<file path="config.mk">
export PLATFORM = sky130hd
export DESIGN_NAME = csv_field_tokenizer_flat
export DESIGN_NICKNAME = d
export VERILOG_FILES = /design/src/rtl/csvtok_pkg.sv /design/src/rtl/csvtok_if.sv /design/src/rtl/csvtok_core.sv /design/src/rtl/csv_field_tokenizer.sv /design/src/flat_wrapper.sv
export SDC_FILE = /design/constraint.sdc
export NUM_CORES = 1
export LEC_CHECK = 0
export ABC_AREA = 1
export BUFFER_PORTS_ARGS = -buffer_cell sky130_fd_sc_hd__buf_2
export CAP_MARGIN = 5
export CORE_MARGIN = 3
export CORE_UTILIZATION = 25
export DETAILED_ROUTE_END_ITERATION = 12
export GPL_ROUTABILITY_DRIVEN = 0
export GPL_TIMING_DRIVEN = 1
export PLACE_DENSITY_LB_ADDON = 0.15
export SLEW_MARGIN = 10
export SYNTH_ARGS = -nofsm -noshare
export SYNTH_HDL_FRONTEND = slang
export SYNTH_SLANG_ARGS = --single-unit
</file>
<file path="constraint.sdc">
create_clock -name clk -period 3.7 [get_ports clk]
set_input_delay 0 -clock clk [delete_from_list [all_inputs] [get_ports clk]]
set_output_delay 0 -clock clk [all_outputs]
set_load 0.02 [all_outputs]
</file>
<file path="src/rtl/csvtok_pkg.sv">
// shared types and constants of the csv field tokenizer
`default_nettype none

package csvtok_pkg;

  localparam logic [7:0] QUOTE_BYTE  = 8'h22;
  localparam logic [7:0] CR_BYTE     = 8'h0D;
  localparam logic [7:0] LF_BYTE     = 8'h0A;
  localparam logic [7:0] DELIM_RESET = 8'd44;

  localparam int unsigned MAX_RES = 3;

  typedef enum logic [1:0] {
    KIND_DATA  = 2'd0,
    KIND_FIELD = 2'd1,
    KIND_ROW   = 2'd2
  } kind_t;

  typedef struct packed {
    kind_t      kind;
    logic [7:0] data;
  } result_t;

  // results caused by one input word, entry 0 first
  typedef struct packed {
    logic [1:0]                  cnt;
    result_t [MAX_RES-1:0]       res;
  } bundle_t;

  typedef struct packed {
    logic quoting;
    logic quote_pending;
    logic cr_pending;
    logic line_started;
  } tok_state_t;

endpackage

`default_nettype wire

</file>
<file path="src/rtl/csvtok_if.sv">
// channel interfaces of the csv field tokenizer
`default_nettype none

interface csvtok_in_if;
  logic       valid;
  logic       ready;
  logic [7:0] in_byte;
  logic       end_of_stream;

  modport source (output valid, in_byte, end_of_stream, input ready);
  modport sink (input valid, in_byte, end_of_stream, output ready);
endinterface

interface csvtok_out_if;
  logic       valid;
  logic       ready;
  logic [1:0] out_kind;
  logic [7:0] out_byte;
  logic       last_of_run;

  modport source (output valid, out_kind, out_byte, last_of_run, input ready);
  modport sink (input valid, out_kind, out_byte, last_of_run, output ready);
endinterface

interface csvtok_cfg_if;
  logic       valid;
  logic       ready;
  logic [7:0] delimiter;

  modport source (output valid, delimiter, input ready);
  modport sink (input valid, delimiter, output ready);
endinterface

`default_nettype wire

</file>
<file path="src/rtl/csvtok_core.sv">
// per-byte tokenizer rule: parse state and the results of one word
`default_nettype none

module csvtok_core (
  input  logic                clk,
  input  logic                rst_n,
  input  logic                accept,
  input  logic [7:0]          in_byte,
  input  logic                end_of_stream,
  input  logic [7:0]          delimiter,
  output csvtok_pkg::bundle_t bundle
);
  import csvtok_pkg::*;

  tok_state_t st_r;
  tok_state_t st_nxt;
  tok_state_t st_mid;
  bundle_t    bnd;
  logic [1:0] n;

  always_comb begin
    st_mid = st_r;
    bnd    = '0;
    n      = 2'd0;
    if (in_byte == LF_BYTE) begin
      if (st_mid.line_started) begin
        bnd.res[n] = '{kind: KIND_ROW, data: 8'h00};
        n = n + 2'd1;
      end
      st_mid = '0;
    end else begin
      if (st_mid.cr_pending) begin
        st_mid.cr_pending   = 1'b0;
        st_mid.line_started = 1'b1;
        bnd.res[n] = '{kind: KIND_DATA, data: CR_BYTE};
        n = n + 2'd1;
      end
      // pending quote closed by anything but another quote
      if (st_mid.quote_pending && in_byte != QUOTE_BYTE) begin
        st_mid.quote_pending = 1'b0;
        st_mid.quoting       = 1'b0;
      end
      if (in_byte == CR_BYTE) begin
        st_mid.cr_pending = 1'b1;
      end else if (in_byte == QUOTE_BYTE) begin
        st_mid.line_started = 1'b1;
        if (st_mid.quote_pending) begin
          st_mid.quote_pending = 1'b0;
          bnd.res[n] = '{kind: KIND_DATA, data: QUOTE_BYTE};
          n = n + 2'd1;
        end else if (st_mid.quoting) begin
          st_mid.quote_pending = 1'b1;
        end else begin
          st_mid.quoting = 1'b1;
        end
      end else if (in_byte == delimiter && !st_mid.quoting) begin
        st_mid.line_started = 1'b1;
        bnd.res[n] = '{kind: KIND_FIELD, data: 8'h00};
        n = n + 2'd1;
      end else begin
        st_mid.line_started = 1'b1;
        bnd.res[n] = '{kind: KIND_DATA, data: in_byte};
        n = n + 2'd1;
      end
    end
    // end of stream closes the line as an lf would
    if (end_of_stream) begin
      if (st_mid.line_started) begin
        bnd.res[n] = '{kind: KIND_ROW, data: 8'h00};
        n = n + 2'd1;
      end
      st_mid = '0;
    end
    bnd.cnt = n;
    st_nxt  = accept ? st_mid : st_r;
  end

  always_ff @(posedge clk) begin
    if (!rst_n) begin
      st_r <= '0;
    end else begin
      st_r <= st_nxt;
    end
  end

  assign bundle = bnd;

endmodule

`default_nettype wire

</file>
<file path="src/rtl/csv_field_tokenizer.sv">
// top level of the csv field tokenizer: parse rule, result queue and config register
//
// in_ch carries one text byte per word plus an end_of_stream flag; out_ch
// carries one result per word: cell data byte, end of field, or end of field
// and row, with last_of_run high on the last result caused by an input word.
// cfg_ch writes the delimiter byte (comma after reset); it is always ready
// and must only be written while the block is idle.
// each accepted byte is parsed in the cycle it is taken; its zero to three
// results are registered as one group in a two-entry group queue and leave
// one per cycle while out_ch.ready is high, never in the cycle of acceptance.
// throughput: one input byte per cycle as long as bytes make at most one
// result each and out_ch is ready; a byte making k results holds the output
// for all k of them, the limit set by the single result port.
// bytes that make no result (cr, opening quote) never enter the queue.
// in_ch.ready is a registered "queue not full", so a stalled receiver holds
// at most two groups before input is back-pressured; nothing is lost.
// reset (rst_n low, synchronous) clears the parse state and the queue and
// sets the delimiter back to comma.
`default_nettype none

module csv_field_tokenizer (
  input  logic         clk,
  input  logic         rst_n,
  csvtok_in_if.sink    in_ch,
  csvtok_out_if.source out_ch,
  csvtok_cfg_if.sink   cfg_ch
);
  import csvtok_pkg::*;

  logic [7:0] delim_r;
  logic [7:0] delim_nxt;

  // group queue
  bundle_t    grp_r [2];
  logic       wr_ptr_r;
  logic       wr_ptr_nxt;
  logic       rd_ptr_r;
  logic       rd_ptr_nxt;
  logic [1:0] fill_r;
  logic [1:0] fill_nxt;
  logic [1:0] idx_r;
  logic [1:0] idx_nxt;

  bundle_t    new_grp;
  bundle_t    head;
  result_t    head_res;
  logic       in_acc;
  logic       push;
  logic       last;
  logic       pop;

  // configuration write port
  assign cfg_ch.ready = 1'b1;
  assign delim_nxt    = (cfg_ch.valid && cfg_ch.ready) ? cfg_ch.delimiter : delim_r;

  always_ff @(posedge clk) begin
    if (!rst_n) begin
      delim_r <= DELIM_RESET;
    end else begin
      delim_r <= delim_nxt;
    end
  end

  // parse rule, state advances only on an accepted word
  assign in_ch.ready = (fill_r != 2'd2);
  assign in_acc      = in_ch.valid && in_ch.ready;

  csvtok_core u_core (
    .clk           (clk),
    .rst_n         (rst_n),
    .accept        (in_acc),
    .in_byte       (in_ch.in_byte),
    .end_of_stream (in_ch.end_of_stream),
    .delimiter     (delim_r),
    .bundle        (new_grp)
  );

  assign push = in_acc && (new_grp.cnt != 2'd0);

  // head group drains one result per word
  assign head     = grp_r[rd_ptr_r];
  assign head_res = head.res[idx_r];
  assign last     = (idx_r == head.cnt - 2'd1);
  assign pop      = out_ch.valid && out_ch.ready && last;

  assign out_ch.valid       = (fill_r != 2'd0);
  assign out_ch.out_kind    = head_res.kind;
  assign out_ch.out_byte    = head_res.data;
  assign out_ch.last_of_run = last;

  always_comb begin
    wr_ptr_nxt = push ? ~wr_ptr_r : wr_ptr_r;
    rd_ptr_nxt = pop ? ~rd_ptr_r : rd_ptr_r;
    fill_nxt   = fill_r + {1'b0, push} - {1'b0, pop};
    idx_nxt    = idx_r;
    if (out_ch.valid && out_ch.ready) begin
      idx_nxt = last ? 2'd0 : idx_r + 2'd1;
    end
  end

  always_ff @(posedge clk) begin
    if (!rst_n) begin
      wr_ptr_r <= 1'b0;
      rd_ptr_r <= 1'b0;
      fill_r   <= 2'd0;
      idx_r    <= 2'd0;
    end else begin
      wr_ptr_r <= wr_ptr_nxt;
      rd_ptr_r <= rd_ptr_nxt;
      fill_r   <= fill_nxt;
      idx_r    <= idx_nxt;
    end
  end

  // group storage, payload only
  always_ff @(posedge clk) begin
    if (push) begin
      grp_r[wr_ptr_r] <= new_grp;
    end
  end

endmodule

`default_nettype wire
</file>
<file path="src/flat_wrapper.sv">
// flat-port wrapper written by rule: the top's interface ports become plain ports
module csv_field_tokenizer_flat import csvtok_pkg::*;
  (clk, rst_n, in_ch_valid, in_ch_in_byte, in_ch_end_of_stream, in_ch_ready, out_ch_valid, out_ch_out_kind, out_ch_out_byte, out_ch_last_of_run, out_ch_ready, cfg_ch_valid, cfg_ch_delimiter, cfg_ch_ready);
  csvtok_in_if in_ch_i ();
  csvtok_out_if out_ch_i ();
  csvtok_cfg_if cfg_ch_i ();
  input  logic clk;
  input  logic rst_n;
  input wire logic [$bits(in_ch_i.valid)-1:0] in_ch_valid;
  input wire logic [$bits(in_ch_i.in_byte)-1:0] in_ch_in_byte;
  input wire logic [$bits(in_ch_i.end_of_stream)-1:0] in_ch_end_of_stream;
  output wire logic [$bits(in_ch_i.ready)-1:0] in_ch_ready;
  output wire logic [$bits(out_ch_i.valid)-1:0] out_ch_valid;
  output wire logic [$bits(out_ch_i.out_kind)-1:0] out_ch_out_kind;
  output wire logic [$bits(out_ch_i.out_byte)-1:0] out_ch_out_byte;
  output wire logic [$bits(out_ch_i.last_of_run)-1:0] out_ch_last_of_run;
  input wire logic [$bits(out_ch_i.ready)-1:0] out_ch_ready;
  input wire logic [$bits(cfg_ch_i.valid)-1:0] cfg_ch_valid;
  input wire logic [$bits(cfg_ch_i.delimiter)-1:0] cfg_ch_delimiter;
  output wire logic [$bits(cfg_ch_i.ready)-1:0] cfg_ch_ready;
  assign in_ch_i.valid = in_ch_valid;
  assign in_ch_i.in_byte = in_ch_in_byte;
  assign in_ch_i.end_of_stream = in_ch_end_of_stream;
  assign in_ch_ready = in_ch_i.ready;
  assign out_ch_valid = out_ch_i.valid;
  assign out_ch_out_kind = out_ch_i.out_kind;
  assign out_ch_out_byte = out_ch_i.out_byte;
  assign out_ch_last_of_run = out_ch_i.last_of_run;
  assign out_ch_i.ready = out_ch_ready;
  assign cfg_ch_i.valid = cfg_ch_valid;
  assign cfg_ch_i.delimiter = cfg_ch_delimiter;
  assign cfg_ch_ready = cfg_ch_i.ready;
  csv_field_tokenizer u_core (.clk(clk), .rst_n(rst_n), .in_ch(in_ch_i), .out_ch(out_ch_i), .cfg_ch(cfg_ch_i));
endmodule
</file>
Yosys cells after proc, flatten, opt, wreduce, memory -nomap -nowiden --
Memory sizes are Yosys's and may differ from the RTL's. A register that Yosys moved wholly into a read port is not among the register bits. Index checks and enable logic that the tools add are counted.
Cells by class: $add $sub $neg 6, order comparisons 5, equal/unequal tests 7, muxes and demuxes 44, bitwise gates (word level) 11, reduce and logical (&&, ||, !) cells 11
Operators by type and width (number):
- 30-bit two-way mux | 6
- 10-bit two-way mux | 6
- 27-bit NOT | 2
- 10-bit demux with 2-bit select | 2
- 30-bit bitwise mux | 1
- 27-bit AND | 1
- 9-bit by 27-bit AND with 27-bit output | 1
- 8-bit by 24-bit AND with 24-bit output | 1
- 2-bit two-way mux | 12
- 24-bit NOT | 1
- 10-bit binary-select mux with 2-bit select | 1
- 20-bit two-way mux | 1
- 8-bit by 4-bit == test with 1-bit output, second input constant | 2
- 1-bit two-way mux | 12
- 4-bit two-way mux | 3
- 2-bit by 3-bit < comparator with 1-bit output, second input constant | 3
- 8-bit by 6-bit == test with 1-bit output, second input constant | 1
- 8-bit == test | 1
- 1-bit logical AND | 8
- 8-bit by 6-bit != test with 1-bit output, second input constant | 1
- 2-bit by 1-bit adder with 2-bit output, second input constant | 3
- 2-bit by 6-bit bitwise OR with 6-bit output | 1
- 2-bit by 1-bit greater-or-equal comparator with 1-bit output, second input constant | 2
- 2-bit nonzero test | 2
- other kinds (9) | 10
Word-level totals: bits in registers 18, bits in writable memories 64, bits of input ports 22, memories 1
Memory list:
- u_core.grp_r | words 2, bits a word 32, rd ports 1, clocked after Yosys merged registers in 1, write ports 1, RTL line csv_field_tokenizer.sv:34 | bundle_t grp_r [2];

Depth between registers and ports, before layout --
word-level depth 16, mapped depth 19, gate-level depth less buffers 19

Hierarchy --
Synthesis repeated with hierarchy kept, for this count alone.
Unflattened totals: cell total of the unflattened synthesis 472, area, all modules 4090.2 um^2
By module, submodules not included:
- csv_field_tokenizer | times used 1, cells each 270, area an instance 3093.0 um^2, sequential area each 2222.1 um^2
- csvtok_core | times used 1, cells each 202, area an instance 997.2 um^2, sequential area each 80.1 um^2

Least setup slack after synthesis --
OpenSTA, ideal clock, no wires.
path kind register to register, start point reg u_core.u_core.st_r[1] (netlist bit), end point mem u_core.grp_r[0][0] (netlist bit), enable pin, data arrival time 2.541 ns, data required time 3.297 ns, setup slack 0.757 ns, cell stages (with the launch flop) 13, clock period less this slack 2.943 ns, cell sequence dfxtp_1 -> inv_2 -> nor2_2 -> nand2_2 -> nand3_4 -> inv_1 -> ha_1 -> inv_1 -> nand2_1 -> nand2_2 -> nand3_2 -> nand2_1 -> nor2_1
Between the ends: word-level cells in the longest chain between the ends 14
RTL lines:
- start, declared | RTL line csvtok_core.sv:15 | tok_state_t st_r;
- start signal, assigned | RTL line csvtok_core.sv:82 | st_r <= st_nxt;
- 1-bit two-way mux | RTL line csvtok_core.sv:32 | if (st_mid.cr_pending) begin
- 2-bit two-way mux | RTL line csvtok_core.sv:25 | if (in_byte == LF_BYTE) begin
- 2-bit by 1-bit adder with 2-bit output | RTL line csvtok_core.sv:50, csvtok_core.sv:59, csvtok_core.sv:63
- 2-bit two-way mux | RTL line csvtok_core.sv:47 | if (st_mid.quote_pending) begin
- 2-bit two-way mux | RTL line csvtok_core.sv:45 | end else if (in_byte == QUOTE_BYTE) begin
- 2-bit two-way mux | RTL line csvtok_core.sv:43 | if (in_byte == CR_BYTE) begin
- 2-bit two-way mux | RTL line csvtok_core.sv:25
- 2-bit by 1-bit adder with 2-bit output | RTL line csvtok_core.sv:70 | n = n + 2'd1;
- 2-bit two-way mux | RTL line csvtok_core.sv:68 | if (st_mid.line_started) begin
- 2-bit two-way mux (*) | RTL line csvtok_core.sv:67 | if (end_of_stream) begin
- 2-bit nonzero test (*) | RTL line csv_field_tokenizer.sv:78 | assign push = in_acc && (new_grp.cnt != 2'd0);
- 1-bit logical AND (*) | RTL line csv_field_tokenizer.sv:78
- 1-bit two-way mux (*) | RTL line csv_field_tokenizer.sv:117 | if (push) begin
- 1-bit two-way mux (not written as such) (*) | RTL line csv_field_tokenizer.sv:118 | grp_r[wr_ptr_r] <= new_grp;
- end, declared | RTL line csv_field_tokenizer.sv:34
Mark *: on every way between the ends. The rest lies on a longest branch, timed or not. The select of a mux whose other input is x is not followed.

==> results.json <==
{
  "synth_area_um2": 3280,
  "drive_above_1_share": 0.241,
  "wirelength_mm": 7.76,
  "diodes": 0,
  "drtIter0Drc": 137,
  "finalCriticalPeriod_ns": 2.55,
  "wl_per_cell_um": 13.2,
  "drtPass1Iterations": 4,
  "insertion_delay_ns": 0.33,
  "status": "finished clean",
  "yosys.area_share.xor_xnor": 0.0213,
  "cts_sinks": 65,
  "nets": 437,
  "dp_hpwl_mm": 5.53,
  "ys_seq_area_frac": 0.536,
  "rsz0062_at_grt": "no",
  "critPathArrivalTime_ns": 2.81,
  "maxCapViolCount": 0,
  "fmax_mhz": 392,
  "initial_core_util": 0.258,
  "vias": 2510,
  "hold_viol_final": 0,
  "die_y_um": 121,
  "rows": 41,
  "synthAdderAreaFrac": 0.0190,
  "io_pins": 36,
  "synthCells": 360,
  "grt_max_degree": 24,
  "die_w_um": 121,
  "post_dp_cell_area_um2": 3640,
  "synth-edff-count": 46,
  "vias_per_cell": 4.28,
  "hold_path.class": "in -> reg",
  "core-area_um2": 12700,
  "end_kind": "flop",
  "dieArea_um2": 14500,
  "yosys_warnings": 0,
  "antenna_found_initial": 0,
  "cts-root-buf": "clkbuf_16",
  "fill_cells": 1379,
  "tritoncts": "yes",
  "slew_headroom": 0.561,
  "leakagePower_nw": 1.70,
  "grt_remaining_overflow": 0,
  "gr-usage-all-layers": 0.113,
  "setup_viol": 0,
  "crit_path_max_fanout": 22,
  "clkTransAtPathRegs_ns": 0.06,
  "crit_type": "reg -> reg",
  "syn_avg_cell_area_um2": 9.12,
  "fin_crit_sh": 0.689,
  "worstHoldStart": "rst_n",
  "clk_path_buf_depth": 2,
  "synth_compound_area_frac": 0.0941,
  "synthMuxAreaShare": 0.00305,
  "p_per_area_nw_per_um2": 549,
  "synthArstFlopShare": 0,
  "fin_tns_setup_ns": 0,
  "required_ns": 3.96,
  "ys_types": 37,
  "fin_skew_ns": 0.00823,
  "grt_pass1_vias": 2461,
  "synth_seq_cells": 65,
  "syn_nets": 387,
  "ant_nets": 0,
  "synthSimpleGateAreaFrac": 0.266,
  "drc": 0,
  "cts_buffers": 9,
  "area_growth_pct": 23.2,
  "cts_resized": 0,
  "ctsHtreeMaxLevel": 3,
  "synth-main-ff-cell": "edfxtp_1",
  "port_buffers": 34,
  "synth_top_family_by_area": "simple AND/OR/NAND/NOR gates",
  "grt_pass1_wl_mm": 12.7,
  "fin_area_um2": 4050,
  "startpoint_type": "flop",
  "vdd_drop_max_mv": 0.219,
  "finalMaxSlewViolations": 0,
  "tightest_slew_ns": 0.657
}
cell type report:
cell class | count | area [um^2] | area share
multi-input cells | 247 | 1330 | 0.329
repair buffers | 49 | 313 | 0.0773
clock inverters | 7 | 55.1 | 0.0136
well taps | 172 | 215 | 0.0532
inverters | 38 | 145 | 0.0359
clock buffers | 9 | 225 | 0.0557
flip-flops and latches | 65 | 1760 | 0.436
flip-flops by register name, indices dropped and copies added, names as in the netlist, named ones only:
name,count
u_core.delim_r,8
u_core.wr_ptr_r,1
u_core.fill_r,2
u_core.idx_r,2
u_core.u_core.st_r,4
u_core.rd_ptr_r,1
u_core.grp_r,46
stage by stage:
stage | cells | worst slack (ns) | power [mW] | util | hold WS [ns]
after floorplan | 360 | 0.757 | 1.27 | - | 0.122
final | 587 | 1.15 | 2.22 | 0.318 | 0.00498
after global placement | 559 | 1.19 | 1.44 | 0.286 | 0.213
after detailed placement | 559 | 1.16 | 1.44 | 0.286 | 0.218
after global routing | 587 | 0.876 | 2.35 | 0.318 | 0.0309
after CTS | 587 | 1.12 | 2.25 | 0.318 | 0.00252
final timing paths:
| path | endpoint | slack (ns) | cells after the start |
|---|---|---|---|
| min reg2reg | u_core.delim_r[0]$_SDFFE_PN0P_ | 0.47 | 2 |
| min | u_core.delim_r[2]$_SDFFE_PN1P_ | 0.005 | 2 |
| max | u_core.fill_r[1]$_SDFF_PN0_ | 1.15 | 15 |
| max reg2reg | u_core.fill_r[1]$_SDFF_PN0_ | 1.15 | 15 |
worst max-delay path, stage by stage (launching register included):
cell and delay (ns):
dfxtp_1 0.33, buf_4 0.22, inv_2 0.32, nand2_1 0.09, nand2_1 0.08, xor2_1 0.22
nor2_1 0.09, a21oi_2 0.16, nand2_2 0.09, inv_1 0.06, ha_1 0.22, inv_1 0.06
ha_1 0.14, xor2_1 0.18, o21ai_0 0.10, a21oi_1 0.12
power by group:
part	internal, mW	total, mW	switching [mW]	leakage (nW)
combinational	0.176	0.518	0.342	0.976
clock	0.459	0.797	0.339	0.132
sequential	0.862	0.905	0.0433	0.588
per-layer routing:
layer,global-route usage,routed length [um]
met4,0.0361,100
met5,0,0
met3,0.0337,389
met1,0.159,3870
met2,0.165,3400
placed cells by master (no fill, tap or decap), types with 3 or more instances in the layout:
master and instances:
xor2_1 3, a21oi_1 24, dfxtp_1 19, nand2_4 5, nand2_1 43, nand2_2 11
dlygate4sd3_1 12, buf_2 34, or2_2 3, clkbuf_16 9, nor2_2 5, ha_1 5
o21ai_0 29, xnor2_1 5, inv_2 7, nand4_1 4, nand3_1 14, nor2_1 68
inv_1 29, buf_4 3, nand3_2 6, nor2_4 5, edfxtp_1 46, nor3_1 5
Yosys cell counts, drive strengths merged (2+ instances only):
cell type,count,share of area
ha,5,0.019
a21oi,25,0.039
nor3,6,0.011
edfxtp,46,0.42
xnor2,5,0.013
o211ai,2,0.0046
nand2,59,0.087
o21ai,29,0.044
nand3,21,0.045
nor2,78,0.10
xor2,3,0.0080
or2,3,0.0057
dfxtp,19,0.12
buf,3,0.0072
inv,37,0.043
clkbuf,7,0.0080
nand4,4,0.0076
cells by family after synthesis:
family,after synthesis
multiplexers,1
flip-flops,65
other,1
XOR/XNOR,8
AO/OA/AOI/OAI,58
AND/OR/NAND/NOR,174
buffers and inverters,48
adder cells (fa/ha/maj),5
repair_timing:
item                                   CTS  global route
hold buffers                            12             0
endpoints found under the hold margin    8             0
buffers inserted                         0             0
Note: power is estimated with default switching activity, not from simulation.
